## config.mk

```make
export PLATFORM = sky130hd
export DESIGN_NAME = adsr_div
export DESIGN_NICKNAME = d
export VERILOG_FILES = /design/src/hw/rtl/adsr_div.sv
export SDC_FILE = /design/constraint.sdc
export NUM_CORES = 2
export LEC_CHECK = 0
export BUFFER_PORTS_ARGS = -buffer_cell sky130_fd_sc_hd__buf_2
export CAP_MARGIN = 5
export CORE_MARGIN = 2
export CORE_UTILIZATION = 35
export DETAILED_ROUTE_END_ITERATION = 7
export GPL_ROUTABILITY_DRIVEN = 0
export SYNTH_ARGS = -nofsm -noshare
export SYNTH_HDL_FRONTEND = slang
export SYNTH_SLANG_ARGS = --single-unit
```

## constraint.sdc

```tcl
create_clock -name clk -period 3.4 [get_ports clk]
set_input_delay 0.34 -clock clk [delete_from_list [all_inputs] [get_ports clk]]
set_output_delay 0.34 -clock clk [all_outputs]
set_load 0.02 [all_outputs]
```

## src/hw/rtl/adsr_div.sv

```systemverilog
// ----------------------------------------------------------------------------
// ADSR pipelined divider
// Restoring divider computing floor((num << FRAC_BITS) / den), one quotient
// bit per register stage. Each stage loads when its enable bit is high.
// ----------------------------------------------------------------------------
module adsr_div #(
  parameter int NUM_W     = 16,
  parameter int FRAC_BITS = 16,
  parameter int DEN_W     = 16,
  localparam int NB       = NUM_W + FRAC_BITS
) (
  input  logic             clk,
  input  logic [NB-1:0]    en,
  input  logic [NUM_W-1:0] num_i,
  input  logic [DEN_W-1:0] den_i,
  output logic [NB-1:0]    quo_o
);

  logic [DEN_W-1:0] rem_r [NB];
  logic [NB-1:0]    num_r [NB];
  logic [NB-1:0]    quo_r [NB];
  logic [DEN_W-1:0] den_r [NB];

  for (genvar k = 0; k < NB; k++) begin : g_stage
    logic [DEN_W-1:0] rem_p;
    logic [NB-1:0]    num_p;
    logic [NB-1:0]    quo_p;
    logic [DEN_W-1:0] den_p;
    logic [DEN_W:0]   trial;
    logic [DEN_W:0]   diff;
    logic             ge;

    if (k == 0) begin : g_first
      assign rem_p = '0;
      assign num_p = {num_i, {FRAC_BITS{1'b0}}};
      assign quo_p = '0;
      assign den_p = den_i;
    end else begin : g_next
      assign rem_p = rem_r[k-1];
      assign num_p = num_r[k-1];
      assign quo_p = quo_r[k-1];
      assign den_p = den_r[k-1];
    end

    assign trial = {rem_p, num_p[NB-1]};
    assign diff  = trial - {1'b0, den_p};
    assign ge    = (trial >= {1'b0, den_p});

    always_ff @(posedge clk) begin
      if (en[k]) begin
        rem_r[k] <= ge ? diff[DEN_W-1:0] : trial[DEN_W-1:0];
        num_r[k] <= {num_p[NB-2:0], 1'b0};
        quo_r[k] <= {quo_p[NB-2:0], ge};
        den_r[k] <= den_p;
      end
    end
  end

  assign quo_o = quo_r[NB-1];

endmodule

```

# Yosys cells after proc, flatten, opt, wreduce, memory -nomap -nowiden
# Memories as Yosys holds them, arrays and structs flattened.
# Index checks and enable logic that the tools add are counted.
# W data, S select, Z words.
# classes
add_sub_neg	32
mul	0
div	0
n_lt_le_gt_ge	32
n_eq_ne	0
shifts	0
muxes	96
n_bitwise	0
n_reduce_logical	0
# op_table
op	count
$ge A17 B16 Y1	31
$mux W16	32
$sub A16 B16 Y16	31
$mux W1	64
$ge A1 B16 Y1	1
$sub A1 B16 Y16	1
# totals
reg_bits	0
latch_bits	0
mem_bits_rw	3040
rom_bits	0
in_bits	65
out_inout_bits	32
word_cells	164
mem_count	4
# mem_list
memory	words	word_bits	read_ports	rd_clocked_by_memory_dff	wr	line	text
quo_r	32	32	32	0	32	21	logic [NB-1:0] quo_r [NB];
num_r	32	31	31	0	32	20	logic [NB-1:0] num_r [NB];
den_r	32	16	31	0	32	22	logic [DEN_W-1:0] den_r [NB];
rem_r	32	16	31	0	32	19	logic [DEN_W-1:0] rem_r [NB];

# Longest topological paths before layout
# An unclocked memory read counts as a cell.
# depth
ltp_word	3
ltp_mapped	13
mapped_depth_nobuf	11

# Worst setup path after synthesis
# No wires, ideal clock.
# synth_timing
path_type	register -> register
startpoint	memory rem_r[7][9]
endpoint	memory rem_r[8][10], data pin
setup_time_ps	260
arrival_time_ps	2632
required_time_ps	3140
setup_slack_ps	508
path_stages_with_launch	10
path_buffers	1
synth_period_minus_slack_ps	2892
cell_sequence	edfxtp_1 -> ha_1 -> a21oi_1 -> nor2b_1 -> or4_1 -> o21ai_2 -> nand3_2 -> a311oi_4 -> buf_6 -> mux2_2
# synth_rtl
item	line
from (decl)	19

==> out/qor.yml <==
critical_path:
  path_cells: "ha_1 -> ha_1 -> nand4_1 -> nor4_1 -> nor2_1 -> a41o_1 -> nor3_4 -> buf_4 -> mux2_2"
  worstPathMaxFanout: 15
  cp.arrival_ps: 3760
  end_kind: "flop"
  cpMaxStageDelayCell: "nor3_4"
  crit_type: "flop to flop"
  crit_top_cell: "ha_1"
  worst_ep_required_time_ps: 3960
  cpPeakStageDelay_ps: 630
  cp-start-kind: "flop"
clocking:
  clkSinkCount: 1640
  cts_tree: "built"
  path_clk_slew_ps: 60
  clockRootBuffer: "clkbuf_16"
  clk_latency_ps: 800
  cts-buffers-inserted: 169
  ctsLongestPathBuffers: 3
  cts.htree.levels: 4
pwr:
  power.share.sequential_pct: 38.5
  p_sw_w: 0.0271
  p_int_w: 0.0538
  p_total_w: 0.0809
  p_per_area_mw_per_mm2: 904
  switching_share_pct: 33.5
  leakagePower_nw: 34.7
  comb_power_share_pct: 38.9
  pwr-share-clk_pct: 22.6
  peakVddDrop_v: 0.000489
synthesis:
  synth-compound-area-share_pct: 10.3
  synth-warning-count: 0
  synth_top_family_by_area: "compound AO/OA/AOI/OAI gates"
  syn-cell-area_sq_mm: 0.0788
  ys_async_sr_fraction_pct: 0
  synthAdderAreaFrac_pct: 8.66
  seq_area_frac_synth_pct: 62.5
  synthMuxAreaShare_pct: 4.16
  synth_simple_gate_area_share_pct: 7.45
  synth-main-ff-cell: "edfxtp_1"
  yosysTopAreaCell: "edfxtp_1"
  synth_area_leaders: "edfxtp_1 63%, ha_1 7.9%, mux2_2 3.6%"
  synth_seq_cells: 1640
  synthDominantCellAreaShare_pct: 62.5
  synth_cells: 5878
  synth.avg_cell_area_sq_um: 13.4
  synth_cell_type_count: 90
  synth.net_count: 6470
  synthXorXnorAreaFrac_pct: 3.54
  synth_edf_count: 1640
finish:
  areaGrowthSynthToFinish_pct: 13.6
  fill_cells: 20841
  seq_area_sq_mm: 0.0492
  layout.nets: 6813
  final_cells: 9348
  layout_common_cells: "1,640 x edfxtp_1, 610 x inv_1, 497 x ha_1"
  final_area_sq_mm: 0.0895
  final_core_util_pct: 39.9
  drive_gt1_share_pct: 12.4
  multi_input_area_sq_mm: 0.0269
  layout_commonest_cell: "edfxtp_1"
die:
  core-area_sq_mm: 0.224
  die_area_sq_mm: 0.229
  start_util_pct: 35.1
  num_rows: 174
  ioPinCount: 97
  die_h_microns: 478
  die_x_microns: 478
timing:
  slew_headroom_pct: 20.6
  fmax_ghz: 0.312
  fin_worst_skew_ps: 38.6
  finalCritPeriodShare_pct: 94.3
  hold_viol_final: 0
  tightest_slew_ps: 1190
  setup_viol: 0
  min_period_ps: 3210
  report.final.slew_viol_count: 0
route:
  routedWlPerCell_microns: 16.9
  antenna_left: 0
  viasPerCell: 4.92
  drt-initial-drc-count: 3431
  remaining_drc_errors: 0
  firstDrtPassIters: 6
  wirelength_microns: 158000
  vias: 46018
grt:
  antenna_found_initial: 3
  grt_pass1_vias: 46550
  grt_first_pass_wirelength_microns: 250000
  grt_start_max_net_pins: 58
  grtUsageTotal_pct: 13.6
  grt_remaining_overflow: 0
placement:
  io_buffer_count: 96
  placed_area_sq_mm: 0.0835
  place_hpwl_microns: 116000
  dp.cells: 9002
outcome:
  status: "completed"
min_path:
  hp-class: "input port to flop"
run:
  maxCapViolations: 0
## flip-flops by register name, summed over array words and instances (netlist names)
register	cells
den_r	496
num_r	120
quo_r	528
rem_r	496
## synth_stat cells (all sizes together), types with 10 or more instances
master   count
a2111oi     20
a211o       17
a211oi      44
a21boi      32
a21o       112
a21oi      308
a311oi      13
a31o        23
a31oi       47
a41o        11
and2        29
and3        41
and4        11
buf         34
clkbuf      37
edfxtp    1640
fa          30
ha         497
inv        611
mux2       257
mux2i       36
nand2      274
nand2b      74
nand3       68
nand3b      10
nand4       65
nor2       312
nor2b       94
nor3       102
nor4        22
o211ai      23
o21a        92
o21ai      290
o21bai      15
o22ai       12
o311ai      10
o31a        40
o31ai       47
or2         26
or3         42
xnor2      203
xor2       115
## routing by layer
| layer | GRT usage (%) | wire [microns] |
|---|---|---|
| met1 | 16.7 | 68300 |
| met3 | 2.25 | 5640 |
| met2 | 24.5 | 80200 |
| met5 | 0 | 13 |
| met4 | 3.81 | 3690 |
## per-stage QoR
stage | hold WS [ps] | setup WS [ps] | TNS, ps
2_1_floorplan | 400 | 508 | 0
3_3_place_gp | 401 | -110 | -136
3_5_place_dp | 405 | -181 | -304
4_1_cts | 0.268 | 39.2 | 0
5_1_grt | 30.2 | -18.9 | -63.1
6_report | 61.3 | 194 | 0
## worst paths after layout
path | slack (ps) | from | endpoint | cells after the start
min reg2reg | 380 | num_r[4][20]$_DFFE_PP_ | num_r[5][21]$_DFFE_PP_ | 0
max reg2reg | 190 | rem_r[15][0]$_DFFE_PP_ | rem_r[16][15]$_DFFE_PP_ | 9
min | 60 | en[8] | quo_r[0][264]$_DFFE_PP_ | 1
max | 190 | rem_r[15][0]$_DFFE_PP_ | rem_r[16][15]$_DFFE_PP_ | 9
## layout make-up
type / count / area share [%]
tap: 2992 / 4.18
clock inverter: 100 / 1.25
sequential: 1640 / 55.1
multi-input combinational: 3556 / 30.1
antenna: 1 / 0.00280
inverter: 611 / 2.56
clock buffer: 205 / 4.90
timing repair buffer: 243 / 1.95
## power by group through the flow
stage / Sequential (W) / Combinational [W] / Clock (W)
after floorplan: 0.0303 / 0.0244 / 0
after global placement: 0.0316 / 0.0305 / 0
after detailed placement: 0.0316 / 0.0311 / 0
after CTS: 0.0312 / 0.0314 / 0.0189
after global routing: 0.0316 / 0.0351 / 0.0197
final: 0.0311 / 0.0314 / 0.0183
## cell families after synthesis
kind of cell / Yosys count
and+or+nand+nor: 1189
muxes: 293
buffers and inverters: 682
AOI/OAI and AO/OA: 1229
DFF: 1640
xor gates and xnor gates: 318
adders and majority gates: 527
## critical path: cells and delay by family, from the launching register on
| family | cells | cell delay (ps) |
|---|---|---|
| and+or+nand+nor | 4 | 1220 |
| DFF | 1 | 400 |
| buffers and inverters | 1 | 240 |
| AOI/OAI and AO/OA | 1 | 300 |
| adders and majority gates | 2 | 480 |
| muxes | 1 | 320 |
## repair_timing
| item | in CTS | in global routing |
|---|---|---|
| setup endpoints to repair | 9 | 72 |
| endpoints found under the hold margin | 147 | 0 |
| buffers inserted | 0 | 0 |
| hold buffers | 40 | 0 |
| resized for setup | 1 | 7 |
Power figures use the tool's default switching activity.
